[src/rtl/job_queue_with_keyed_removal_unit_macros.svh]
// Assertion macros for the job queue with keyed removal.
`ifndef JOB_QUEUE_WITH_KEYED_REMOVAL_UNIT_MACROS_SVH
`define JOB_QUEUE_WITH_KEYED_REMOVAL_UNIT_MACROS_SVH

`ifndef NO_ASSERTIONS
`define JQKR_ASSERT(lbl, prop, msg) \
  lbl: assert property (@(posedge clk_i) disable iff (!rst_ni) prop) else $error(msg);
`define JQKR_ASSERT_ALWAYS(lbl, prop, msg) \
  lbl: assert property (@(posedge clk_i) prop) else $error(msg);
`else
`define JQKR_ASSERT(lbl, prop, msg)
`define JQKR_ASSERT_ALWAYS(lbl, prop, msg)
`endif

`endif

[src/rtl/jqkr_pkg.sv]
// Types and constants shared by the job queue with keyed removal.
`timescale 1ns / 1ps
`default_nettype none

package jqkr_pkg;

  localparam int unsigned DEPTH_DEF = 16;
  localparam int unsigned JOB_W     = 16;
  localparam int unsigned PID_W     = 22;
  localparam int unsigned OCC_W     = 5;
  localparam int unsigned ENTRY_W   = JOB_W + PID_W + 1;

  typedef enum logic [1:0] {
    FUNC_INSERT     = 2'd0,
    FUNC_POP_OLDEST = 2'd1,
    FUNC_DEL_JOB    = 2'd2,
    FUNC_DEL_PID    = 2'd3
  } jqkr_func_e;

  typedef enum logic [1:0] {
    STAT_DONE = 2'd0,
    STAT_NONE = 2'd1,
    STAT_FULL = 2'd2
  } jqkr_status_e;

  typedef struct packed {
    logic             run;
    logic [PID_W-1:0] pid;
    logic [JOB_W-1:0] job;
  } jqkr_entry_t;

  typedef struct packed {
    jqkr_func_e  func;
    jqkr_entry_t entry;
  } jqkr_req_t;

  typedef struct packed {
    jqkr_status_e     status;
    jqkr_entry_t      entry;
    logic [OCC_W-1:0] occ;
  } jqkr_res_t;

endpackage

`default_nettype wire

[src/rtl/jqkr_ram.sv]
// Generic single-write, single-read RAM with registered read data.
`timescale 1ns / 1ps
`default_nettype none

module jqkr_ram #(
  parameter int unsigned WIDTH = 8,
  parameter int unsigned DEPTH = 16,
  localparam int unsigned AW   = $clog2(DEPTH)
) (
  input  wire logic             clk_i,
  input  wire logic             we_i,
  input  wire logic [AW-1:0]    waddr_i,
  input  wire logic [WIDTH-1:0] wdata_i,
  input  wire logic [AW-1:0]    raddr_i,
  output logic      [WIDTH-1:0] rdata_o
);

  logic [WIDTH-1:0] mem_q [DEPTH];
  logic [WIDTH-1:0] rdata_q;

  always_ff @(posedge clk_i) begin
    if (we_i) begin
      mem_q[waddr_i] <= wdata_i;
    end
    rdata_q <= mem_q[raddr_i];
  end

  assign rdata_o = rdata_q;

endmodule

`default_nettype wire

[src/rtl/jqkr_ctrl.sv]
// List controller: age-ordered linked list in RAM, free-slot stack, keyed scan.
`timescale 1ns / 1ps
`default_nettype none

`include "job_queue_with_keyed_removal_unit_macros.svh"

module jqkr_ctrl
  import jqkr_pkg::*;
#(
  parameter int unsigned DEPTH = DEPTH_DEF
) (
  input  wire logic      clk_i,
  input  wire logic      rst_ni,
  input  wire logic      req_valid_i,
  output logic           req_ready_o,
  input  wire jqkr_req_t req_i,
  output logic           res_valid_o,
  input  wire logic      res_ready_i,
  output jqkr_res_t      res_o
);

  localparam int unsigned AW = $clog2(DEPTH);
  localparam int unsigned CW = $clog2(DEPTH + 1);
  localparam logic [CW-1:0] FULL_CNT = CW'(DEPTH);

  typedef enum logic [1:0] {
    ST_IDLE,
    ST_INS,
    ST_SCAN,
    ST_RESP
  } state_e;

  state_e       state_q, state_d;
  jqkr_req_t    req_q, req_d;
  logic [CW-1:0] cnt_q, cnt_d;
  logic [CW-1:0] fill_q, fill_d;
  logic [CW-1:0] sp_q, sp_d;
  logic [CW-1:0] idx_q, idx_d;
  logic [AW-1:0] newest_q, newest_d;
  logic [AW-1:0] oldest_q, oldest_d;
  logic [AW-1:0] cur_q, cur_d;
  logic          use_free_q, use_free_d;
  jqkr_status_e  stat_q, stat_d;
  jqkr_entry_t   rem_q, rem_d;

  // RAM ports
  logic [AW-1:0] rd_addr;
  logic [AW-1:0] free_raddr;
  jqkr_entry_t   ent_rdata;
  logic [AW-1:0] newer_rdata, older_rdata, free_rdata;
  logic          ent_we, newer_we, older_we, free_we;
  logic [AW-1:0] ent_waddr, newer_waddr, older_waddr, free_waddr;
  jqkr_entry_t   ent_wdata;
  logic [AW-1:0] newer_wdata, older_wdata, free_wdata;

  logic          hit;
  logic [AW-1:0] slot;

  jqkr_ram #(.WIDTH(ENTRY_W), .DEPTH(DEPTH)) u_entry_ram (
    .clk_i   (clk_i),
    .we_i    (ent_we),
    .waddr_i (ent_waddr),
    .wdata_i (ent_wdata),
    .raddr_i (rd_addr),
    .rdata_o (ent_rdata)
  );

  jqkr_ram #(.WIDTH(AW), .DEPTH(DEPTH)) u_newer_ram (
    .clk_i   (clk_i),
    .we_i    (newer_we),
    .waddr_i (newer_waddr),
    .wdata_i (newer_wdata),
    .raddr_i (rd_addr),
    .rdata_o (newer_rdata)
  );

  jqkr_ram #(.WIDTH(AW), .DEPTH(DEPTH)) u_older_ram (
    .clk_i   (clk_i),
    .we_i    (older_we),
    .waddr_i (older_waddr),
    .wdata_i (older_wdata),
    .raddr_i (rd_addr),
    .rdata_o (older_rdata)
  );

  jqkr_ram #(.WIDTH(AW), .DEPTH(DEPTH)) u_free_ram (
    .clk_i   (clk_i),
    .we_i    (free_we),
    .waddr_i (free_waddr),
    .wdata_i (free_wdata),
    .raddr_i (free_raddr),
    .rdata_o (free_rdata)
  );

  assign req_ready_o = (state_q == ST_IDLE);
  assign res_valid_o = (state_q == ST_RESP);
  assign res_o       = '{status: stat_q, entry: rem_q, occ: OCC_W'(cnt_q)};

  // top of the free-slot stack
  assign free_raddr = AW'(sp_q - CW'(1));

  assign slot = use_free_q ? free_rdata : fill_q[AW-1:0];

  assign hit = (req_q.func == FUNC_POP_OLDEST) ||
               ((req_q.func == FUNC_DEL_JOB) && (ent_rdata.job == req_q.entry.job)) ||
               ((req_q.func == FUNC_DEL_PID) && (ent_rdata.pid == req_q.entry.pid));

  always_comb begin
    state_d    = state_q;
    req_d      = req_q;
    cnt_d      = cnt_q;
    fill_d     = fill_q;
    sp_d       = sp_q;
    idx_d      = idx_q;
    newest_d   = newest_q;
    oldest_d   = oldest_q;
    cur_d      = cur_q;
    use_free_d = use_free_q;
    stat_d     = stat_q;
    rem_d      = rem_q;

    rd_addr     = cur_q;
    ent_we      = 1'b0;
    ent_waddr   = slot;
    ent_wdata   = req_q.entry;
    newer_we    = 1'b0;
    newer_waddr = newest_q;
    newer_wdata = slot;
    older_we    = 1'b0;
    older_waddr = slot;
    older_wdata = newest_q;
    free_we     = 1'b0;
    free_waddr  = sp_q[AW-1:0];
    free_wdata  = cur_q;

    unique case (state_q)
      ST_IDLE: begin
        rd_addr = (req_i.func == FUNC_POP_OLDEST) ? oldest_q : newest_q;
        if (req_valid_i) begin
          req_d  = req_i;
          cur_d  = rd_addr;
          idx_d  = '0;
          rem_d  = '0;
          if (req_i.func == FUNC_INSERT) begin
            if (cnt_q == FULL_CNT) begin
              stat_d  = STAT_FULL;
              state_d = ST_RESP;
            end else begin
              use_free_d = (sp_q != '0);
              state_d    = ST_INS;
            end
          end else if (cnt_q == '0) begin
            stat_d  = STAT_NONE;
            state_d = ST_RESP;
          end else begin
            state_d = ST_SCAN;
          end
        end
      end

      ST_INS: begin
        ent_we   = 1'b1;
        older_we = 1'b1;
        if (cnt_q != '0) begin
          newer_we = 1'b1;
        end else begin
          oldest_d = slot;
        end
        newest_d = slot;
        cnt_d    = cnt_q + CW'(1);
        if (use_free_q) begin
          sp_d = sp_q - CW'(1);
        end else begin
          fill_d = fill_q + CW'(1);
        end
        stat_d  = STAT_DONE;
        state_d = ST_RESP;
      end

      ST_SCAN: begin
        if (hit) begin
          rem_d  = ent_rdata;
          stat_d = STAT_DONE;
          // unlink cur_q
          if (cnt_q <= CW'(1)) begin
            newest_d = '0;
            oldest_d = '0;
          end else begin
            if (cur_q == newest_q) begin
              newest_d = older_rdata;
            end else begin
              older_we    = 1'b1;
              older_waddr = newer_rdata;
              older_wdata = older_rdata;
            end
            if (cur_q == oldest_q) begin
              oldest_d = newer_rdata;
            end else begin
              newer_we    = 1'b1;
              newer_waddr = older_rdata;
              newer_wdata = newer_rdata;
            end
          end
          free_we = 1'b1;
          sp_d    = sp_q + CW'(1);
          cnt_d   = cnt_q - CW'(1);
          state_d = ST_RESP;
        end else if ((idx_q + CW'(1)) == cnt_q) begin
          stat_d  = STAT_NONE;
          state_d = ST_RESP;
        end else begin
          rd_addr = older_rdata;
          cur_d   = older_rdata;
          idx_d   = idx_q + CW'(1);
        end
      end

      ST_RESP: begin
        if (res_ready_i) begin
          state_d = ST_IDLE;
        end
      end

      default: state_d = ST_IDLE;
    endcase
  end

  always_ff @(posedge clk_i or negedge rst_ni) begin
    if (!rst_ni) begin
      state_q    <= ST_IDLE;
      req_q      <= '0;
      cnt_q      <= '0;
      fill_q     <= '0;
      sp_q       <= '0;
      idx_q      <= '0;
      newest_q   <= '0;
      oldest_q   <= '0;
      cur_q      <= '0;
      use_free_q <= 1'b0;
      stat_q     <= STAT_DONE;
      rem_q      <= '0;
    end else begin
      state_q    <= state_d;
      req_q      <= req_d;
      cnt_q      <= cnt_d;
      fill_q     <= fill_d;
      sp_q       <= sp_d;
      idx_q      <= idx_d;
      newest_q   <= newest_d;
      oldest_q   <= oldest_d;
      cur_q      <= cur_d;
      use_free_q <= use_free_d;
      stat_q     <= stat_d;
      rem_q      <= rem_d;
    end
  end

  `JQKR_ASSERT(a_slot_balance, (({1'b0, cnt_q} + {1'b0, sp_q}) == {1'b0, fill_q}), "slot accounting lost a slot")
  `JQKR_ASSERT(a_fill_bound, (fill_q <= FULL_CNT), "fill count beyond depth")
  `JQKR_ASSERT(a_scan_bound, ((state_q == ST_SCAN) |-> ((cnt_q != '0) && (idx_q < cnt_q))), "scan past list end")
  `JQKR_ASSERT(a_ins_room, ((state_q == ST_INS) |-> ((cnt_q < FULL_CNT) && (use_free_q == (sp_q != '0)))), "insert without a free slot")

endmodule

`default_nettype wire

[src/rtl/job_queue_with_keyed_removal_unit.sv]
// Job queue with keyed removal: stream ports, list controller and output register.
//
// Usage:
//   Slave channel s_axis carries one operation per transfer: tuser is the
//   operation (insert newest, remove oldest, remove by job id, remove by
//   process id), tdata the job id, process id and running flag.
//   Master channel m_axis returns exactly one result per operation: tuser is
//   the status (done, empty or no match, full), tdata the removed entry and
//   the number of entries held afterwards.
//   Entries live in RAM as an age-ordered doubly linked list; freed slots go
//   to a free-slot stack in RAM.
//   Path per operation, from input transfer to the output register:
//   insert passes the insert state; rejected insert and remove on empty go
//   straight to the result state; removes pass the scan state, which
//   examines entries (at most DEPTH), one entry per cycle, bounded by the
//   registered link RAM read that yields the next older slot.
//   One operation is in flight at a time; the next input transfer is taken
//   once the result has moved to the output register, even while that
//   register waits on a stalled receiver. A stall of two results holds the
//   controller in its result state and s_axis_tready low.
//   Reset empties the queue at once; no clearing pass is needed.
`timescale 1ns / 1ps
`default_nettype none

module job_queue_with_keyed_removal_unit
  import jqkr_pkg::*;
#(
  parameter int unsigned DEPTH = DEPTH_DEF
) (
  input  wire logic        clk_i,
  input  wire logic        rst_ni,
  input  wire logic        s_axis_tvalid,
  output logic             s_axis_tready,
  input  wire logic [39:0] s_axis_tdata,  // job_id[15:0], process_id[37:16], running_in[38]
  input  wire logic [1:0]  s_axis_tuser,  // func[1:0]
  output logic             m_axis_tvalid,
  input  wire logic        m_axis_tready,
  output logic [47:0]      m_axis_tdata,  // out_job_id[15:0], out_process_id[37:16],
                                          // out_running[38], occupancy[43:39]
  output logic [1:0]       m_axis_tuser   // status[1:0]
);

  jqkr_req_t req;
  jqkr_res_t res;
  logic      res_valid, res_ready;
  logic      m_valid_q, m_valid_d;
  jqkr_res_t m_q, m_d;

  assign req.func      = jqkr_func_e'(s_axis_tuser);
  assign req.entry.job = s_axis_tdata[15:0];
  assign req.entry.pid = s_axis_tdata[37:16];
  assign req.entry.run = s_axis_tdata[38];

  jqkr_ctrl #(.DEPTH(DEPTH)) u_ctrl (
    .clk_i       (clk_i),
    .rst_ni      (rst_ni),
    .req_valid_i (s_axis_tvalid),
    .req_ready_o (s_axis_tready),
    .req_i       (req),
    .res_valid_o (res_valid),
    .res_ready_i (res_ready),
    .res_o       (res)
  );

  assign res_ready = !m_valid_q || m_axis_tready;

  always_comb begin
    m_valid_d = m_valid_q;
    m_d       = m_q;
    if (res_ready) begin
      m_valid_d = res_valid;
      if (res_valid) begin
        m_d = res;
      end
    end
  end

  always_ff @(posedge clk_i or negedge rst_ni) begin
    if (!rst_ni) begin
      m_valid_q <= 1'b0;
      m_q       <= '0;
    end else begin
      m_valid_q <= m_valid_d;
      m_q       <= m_d;
    end
  end

  assign m_axis_tvalid = m_valid_q;
  assign m_axis_tuser  = m_q.status;
  assign m_axis_tdata  = {4'b0, m_q.occ, m_q.entry.run, m_q.entry.pid, m_q.entry.job};

endmodule

`default_nettype wire

[config.mk]
export PLATFORM = sky130hd
export DESIGN_NAME = job_queue_with_keyed_removal_unit
export DESIGN_NICKNAME = d
export VERILOG_FILES = /design/src/rtl/jqkr_pkg.sv /design/src/rtl/jqkr_ram.sv /design/src/rtl/jqkr_ctrl.sv /design/src/rtl/job_queue_with_keyed_removal_unit.sv
export VERILOG_INCLUDE_DIRS = /design/src /design/src/rtl
export SDC_FILE = /design/constraint.sdc
export NUM_CORES = 1
export LEC_CHECK = 0
export BUFFER_PORTS_ARGS = -buffer_cell sky130_fd_sc_hd__buf_2
export CORE_MARGIN = 4
export CORE_UTILIZATION = 30
export CTS_CLUSTER_SIZE = 30
export DETAILED_ROUTE_END_ITERATION = 10
export GPL_TIMING_DRIVEN = 0
export PLACE_DENSITY = 0.44
export SYNTH_ARGS = -nofsm -noshare
export SYNTH_HDL_FRONTEND = slang
export SYNTH_SLANG_ARGS = --single-unit
[constraint.sdc]
create_clock -name clk_i -period 3 [get_ports clk_i]
set_input_delay 0.15 -clock clk_i [delete_from_list [all_inputs] [get_ports clk_i]]
set_output_delay 0.15 -clock clk_i [all_outputs]
set_load 0.02 [all_outputs]
### After elaboration in Yosys (flattened, before gate mapping)

Memories as Yosys holds them, arrays and structs flattened. A register that Yosys moved wholly into a read port is not among the register bits.
Cells that the tools add are included.

| word-level totals | value |
|---|---|
| flip-flop bits (word level) | 164 |
| RAM bits | 816 |
| bits of input ports | 46 |
| output and inout port bits | 52 |
| logic and storage cells | 167 |
| memories | 4 |

Memories:

| memory | words | width | read ports | clocked after Yosys merged registers in | write ports | RTL line | source |
|---|---|---|---|---|---|---|---|
| u_ctrl.u_entry_ram.mem_q | 16 | 39 | 1 | 1 | 1 | jqkr_ram.sv:18 | `logic [WIDTH-1:0] mem_q [DEPTH];` |
| u_ctrl.u_free_ram.mem_q | 16 | 4 | 1 | 1 | 1 | jqkr_ram.sv:18 |  |
| u_ctrl.u_newer_ram.mem_q | 16 | 4 | 1 | 1 | 1 | jqkr_ram.sv:18 |  |
| u_ctrl.u_older_ram.mem_q | 16 | 4 | 1 | 1 | 1 | jqkr_ram.sv:18 |  |

| operators by class | value |
|---|---|
| add/sub/neg operators | 6 |
| order comparisons | 1 |
| equal/unequal tests | 25 |
| mux-type cells | 79 |
| bitwise gates (word level) | 2 |
| reductions and logical operators | 27 |

Operators with widths:

| kind | number |
|---|---|
| 2-to-1 mux 4 bit | 28 |
| 2-to-1 mux 39 bit | 2 |
| one-hot mux 39 bit (2 select lines) | 1 |
| one-hot mux 4 bit (2 select lines) | 4 |
| 2-to-1 mux 5 bit | 6 |
| one-hot mux 5 bit (2 select lines) | 3 |
| 2-to-1 mux 2 bit | 12 |
| equality test 22 bit | 1 |
| adder 5 x 1 -> 5 bit, second input constant | 4 |
| 2-to-1 mux 1 bit | 19 |
| equality test 16 bit | 1 |
| inequality test 3 x 1 -> 1 bit, second input constant | 4 |
| AND reduction 3 bit | 4 |
| AND reduction 4 bit | 3 |
| AND reduction 2 bit | 5 |
| nonzero test 5 bit | 2 |
| subtractor 5 x 1 -> 5 bit, second input constant | 2 |
| equality test 2 bit, second input constant | 4 |
| equality test 4 bit | 2 |
| inequality test 2 bit, second input constant | 4 |
| one-hot mux 2 bit (4 select lines) | 1 |
| equality test 2 x 1 -> 1 bit, second input constant | 3 |
| inequality test 2 x 1 -> 1 bit, second input constant | 3 |
| one-hot mux 2 bit (3 select lines) | 1 |
| other kinds (14) | 21 |

### Depth between registers and ports, before layout

| logic depth | value |
|---|---|
| depth in word-level cells | 8 |
| gate-level depth with buffers | 14 |
| depth with buffers taken out | 11 |

### By module

Synthesis repeated with hierarchy kept, for this count alone.

| second synthesis, totals | value |
|---|---|
| cells, all modules | 2,051 |
| area, all modules | 40,298.6 sq um |

Modules (own cells, without submodules):

| module | instances | cells an instance | area each (sq um) | sequential area each (sq um) |
|---|---|---|---|---|
| jqkr_ram at u_ctrl.u_entry_ram | 1 | 1,014 | 24,185.7 | 19,518.7 |
| jqkr_ram at u_ctrl.u_free_ram ... | 3 | 130 | 2,666.3 | 2,001.9 |
| jqkr_ctrl | 1 | 542 | 6,159.7 | 2,902.8 |
| job_queue_with_keyed_removal_unit | 1 | 105 | 1,954.4 | 1,176.1 |

### Worst setup path before layout

Ideal clock, no wire load.

| path | value |
|---|---|
| kind | flip-flop to flip-flop |
| start point | register u_ctrl.use_free_q |
| end point | memory u_ctrl.u_entry_ram.mem_q[8][0] in the netlist's numbering (enable) |
| library setup time | 0.435 ns |
| arrival time | 2.832 ns |
| setup slack | -0.267 ns |
| cell stages (with the launch flop) | 5 |
| period minus slack after synthesis | 3.267 ns |
| path through | dfrtp_1 -> clkbuf_1 -> mux2i_1 -> nand3_1 -> nor2_1 |

| on the way | value |
|---|---|
| cells in the longest elaborated chain, start to end | 1 |

RTL lines:

| what | RTL line | source |
|---|---|---|
| from (decl) | jqkr_ctrl.sv:42 | `logic use_free_q, use_free_d;` |
| from (signal assigned) | jqkr_ctrl.sv:252 | `use_free_q <= use_free_d;` |
| 2-to-1 mux 4 bit | jqkr_ctrl.sv:102 | `assign slot = use_free_q ? free_rdata : fill_q[AW-1:0];` |
| to (decl) | jqkr_ram.sv:18 |  |

No other way between the ends.

### Worst setup path after layout

| path | value |
|---|---|
| start point | register u_ctrl.req_q, in the netlist u_ctrl.ent_wdata[16] |
| end point | register u_ctrl.u_older_ram.rdata_q[0], in the netlist u_ctrl.u_older_ram.rdata_o[0] (read register of u_ctrl.u_older_ram.mem_q) |

| on the way | value |
|---|---|
| cells in the longest elaborated chain, start to end | 5 |

RTL lines:

| what | RTL line | source |
|---|---|---|
| from (decl) | jqkr_ctrl.sv:34 | `jqkr_req_t req_q, req_d;` |
| from (signal assigned) | jqkr_ctrl.sv:244 | `req_q <= req_d;` |
| equality test 22 bit | jqkr_ctrl.sv:106 | `((req_q.func == FUNC_DEL_PID) && (ent_rdata.pid == req_q.entry.pid));` |
| logical AND 1 bit | jqkr_ctrl.sv:106 |  |
| logical OR 1 bit | jqkr_ctrl.sv:105 | `((req_q.func == FUNC_DEL_JOB) && (ent_rdata.job == req_q.entry.job)) \|\|` |
| 2-to-1 mux 4 bit | jqkr_ctrl.sv:181 | `if (hit) begin` |
| one-hot mux 4 bit (2 select lines) | jqkr_ctrl.sv:136 | `unique case (state_q)` |
| to (decl) | jqkr_ram.sv:19 | `logic [WIDTH-1:0] rdata_q;` |

No other way between the ends.
A chain may end at the register's enable or synchronous reset.

==> impl_metrics.env <==
export IMPL_synth_seq_cells=1030
export IMPL_clk_latency_ns=0.74
export IMPL_ff2ff_path_depth=13
export IMPL_h_tree_depth=3
export IMPL_antennaDiodeCount=0
export IMPL_drc=0
export IMPL_status="finished with violations"
export IMPL_netlist_area_mm2=0.0415
export IMPL_yosys_area_top_type="edfxtp_1"
export IMPL_die_area_mm2=0.144
export IMPL_avgViaCountPerCell=5.01
export IMPL_synthToLayoutAreaGrowth_pct=28.8
export IMPL_min_period_ns=3.92
export IMPL_timing_final_ws_setup_ns=-0.918
export IMPL_ys_seq_area_share_pct=71.4
export IMPL_worst_r2r_setup_slack_ns=-0.92
export IMPL_failed_checks="negative setup slack"
export IMPL_max_cap_viol_count=0
export IMPL_cts_tree="built"
export IMPL_slew_headroom_pct=16.7
export IMPL_root_buffer="clkbuf_16"
export IMPL_drt_initial_drc_count=1921
export IMPL_grt_ovfl_total=0
export IMPL_ant_nets=0
export IMPL_rr_endpoint="u_ctrl.u_older_ram.rdata_o[0]"
export IMPL_fin_crit_sh_pct=131
export IMPL_grt_usage_pct=17.2
export IMPL_synth_area_top_cells="edfxtp_1 (59%), dfrtp_1 (9.8%), mux2_2 (4.0%), nand2_1 (3.0%), dfxtp_1 (2.5%)"
export IMPL_final_fill_count=12600
export IMPL_cts_buffers_inserted=113
export IMPL_io_pins=98
export IMPL_worst_hold_slack_ns=0.0342
export IMPL_first_pass_iters=5
export IMPL_place_inst=4639
export IMPL_die_h_um=380
export IMPL_grt_first_pass_wirelength_um=183000
export IMPL_tns_ns=-266.17
export IMPL_cts_sinks=1030
export IMPL_worst_pin_slew_ns=1.25
export IMPL_hp_class="in -> async"
export IMPL_max_clock_path_buffers=3
export IMPL_vias=24900
export IMPL_syn_inst=2724
export IMPL_clk_pin_slew_ns=0.06
export IMPL_place_ws_ns=-3.18
export IMPL_design_core_area_mm2=0.137
export IMPL_ys_warn_count=0
export IMPL_path_max_fanout=18
export IMPL_antenna_found_initial=1
export IMPL_crit_path_start_kind="register"
export IMPL_grt_pass1_vias=25400
export IMPL_setup_worst_path_end_class="register"
export IMPL_hpwl_um=84400
export IMPL_wl_per_cell_um=25.8
export IMPL_netlist_cell_type_count=63
export IMPL_yosys_area_top_type_share_pct=59.1
export IMPL_initial_core_util_pct=30.2
export IMPL_cp_arrival_ns=4.54
export IMPL_ys_flop_type="edfxtp_1"
export IMPL_critical_path_required_ns=3.62
export IMPL_syn_mean_instance_area_um2=15.2
export IMPL_hold_viol_final=0
export IMPL_fin_nets=3135
export IMPL_setup_viol=536
export IMPL_routed_wl_um=128000
export IMPL_finalClockSkew_ns=0.0565
export IMPL_cp_endpoint="u_ctrl.u_older_ram.rdata_o[0]"
export IMPL_async_flop_share_pct=15.8
export IMPL_place_gp_congestion=0.808
export IMPL_rsz0062_at_grt="true"
export IMPL_fmax_ghz=0.255
export IMPL_r2r_start="u_ctrl.ent_wdata[16]"
export IMPL_die_x_um=380
export IMPL_grt_max_degree=84
export IMPL_final_cells=4968
export IMPL_startpoint="u_ctrl.ent_wdata[16]"
export IMPL_synth_enable_flop_cells=816
export IMPL_slew_violations=0
export IMPL_drive_gt1_share_pct=32.3
export IMPL_critPathKind="reg -> reg"
export IMPL_port_buffer_count=91
export IMPL_rows=136
==> Yosys cell counts (all sizes together), types with 3 or more instances <==
master / count
mux2: 147
a22oi: 3
nor2: 87
nand3: 15
o21a: 3
o22ai: 4
dfrtp: 163
nor2b: 11
inv: 14
o21ai: 35
and3: 51
mux2i: 102
nand4: 10
edfxtp: 816
and2: 141
xor2: 24
and3b: 4
nor4: 5
mux4: 20
ha: 14
nand2b: 7
a21oi: 20
nand3b: 3
o31ai: 3
a22o: 40
dfxtp: 51
o32ai: 47
nor3: 15
a211oi: 147
or3: 3
clkbuf: 83
xnor2: 47
buf: 95
a21o: 3
nand2: 327
a31oi: 100
a221o: 47
==> layout make-up <==
class / instances / area [µm²] / share of cell area [%]
inverters: 14 / 55.1 / 0.103
clock buffers: 167 / 3200 / 5.99
well taps: 1794 / 2240 / 4.20
plain buffers: 174 / 1830 / 3.42
multi-input cells: 1505 / 13400 / 25.0
flip-flops and latches: 1030 / 29700 / 55.6
repair buffers: 237 / 2520 / 4.72
clock inverters: 47 / 534 / 1.00
==> flip-flops by register name, indices dropped and copies added (netlist names), 5 cells and up <==
| name | count |
|---|---|
| m_axis_tdata | 44 |
| u_ctrl.cnt_q | 5 |
| u_ctrl.ent_wdata | 39 |
| u_ctrl.idx_q | 5 |
| u_ctrl.res_o | 39 |
| u_ctrl.sp_q | 5 |
| u_ctrl.u_entry_ram.mem_q | 624 |
| u_ctrl.u_entry_ram.rdata_o | 39 |
| u_ctrl.u_free_ram.mem_q | 64 |
| u_ctrl.u_newer_ram.mem_q | 64 |
| u_ctrl.u_older_ram.mem_q | 64 |
==> timing repair <==
item / in CTS / in global routing
gates resized for setup: 516 / 253
hold buffers: 44 / 0
setup buffers: 30 / 34
gates cloned: 7 / 5
endpoints found under the hold margin: 149 / 0
pin swaps: 47 / 82
endpoints found under the setup margin: 552 / 701
==> cell usage in the layout, fill, tap and decap left out, types with 14 or more instances in the layout <==
cell             n
mux2_4          34
dfxtp_1         51
mux2i_1         93
dlygate4sd3_1   44
o21ai_0         24
nor2_4          42
and3_1          44
a31oi_4         21
o32ai_2         25
a21oi_1         15
a221o_1         47
nor2_1          43
mux2_2         113
mux4_2          20
dfrtp_2         24
clkinv_2        17
buf_2           96
clkbuf_16      125
buf_16          16
and2_1         132
a211oi_2        94
a211oi_1        34
xnor2_1         32
buf_12          56
edfxtp_1       816
a31oi_1         70
ha_1            14
xor2_1          24
buf_4           82
clkbuf_1        62
dfrtp_1        128
clkbuf_8        31
nand2_1        319
buf_8           17
a22o_1          40
buf_6           24
a211oi_4        19
==> per-layer routing <==
layer	part of all wire [%]	up-vias	routed length [µm]	GRT usage, %
met5	0	-	0	0
met1	44	12900	56700	23.6
met3	4.6	178	5930	2.27
met2	48	678	61200	28.2
met4	3.2	0	4140	5.85
li1	-	11100	-	-
==> worst min path at each step <==
| stage | from | to | slack [ns] |
|---|---|---|---|
| after floorplan | rst_ni | m_axis_tdata[0] | -0.15 |
| after global placement | s_axis_tdata[19] | u_ctrl.ent_wdata[19] | 0.38 |
| after detailed placement | rst_ni | m_axis_tdata[11] | 0.23 |
| after CTS | rst_ni | m_axis_tdata[11] | 0.04 |
| after global routing | rst_ni | u_ctrl.ent_wdata[15] | 0.10 |
| final | rst_ni | u_ctrl.res_o[19] | 0.03 |
==> per-stage QoR <==
step                util, %  cell area [µm²]
finish                 38.8            53400
global route           38.8            53400
global placement       32.2            44200
detailed placement     32.7            45000
floorplan                 -            41500
CTS                    37.7            51900
==> logic make-up after synthesis <==
kind of cell	Yosys count	share of synthesized area, %
multiplexers	269	7.55
AND/OR/NAND/NOR	685	7.83
buffers and inverters	192	2.35
flip-flops	1030	71.4
adder cells (fa/ha/maj)	14	0.422
XOR/XNOR	71	1.50
AO/OA/AOI/OAI	462	8.99
other	1	0.00904
==> critical path, cell delays in order (launching register included) <==
cell,delay (ns)
dfrtp_4,0.59
xnor2_4,0.29
nand4_1,0.27
nor4_4,0.38
a41oi_4,0.30
o21a_4,0.33
o211ai_4,0.19
buf_12,0.17
buf_8,0.19
buf_4,0.24
nand2_1,0.08
and3_1,0.19
o32ai_1,0.35
a221o_1,0.21
Power is left out: the tool's default activity adds up to more than one toggle a clock period on the data nets, which glitch-free logic cannot reach.
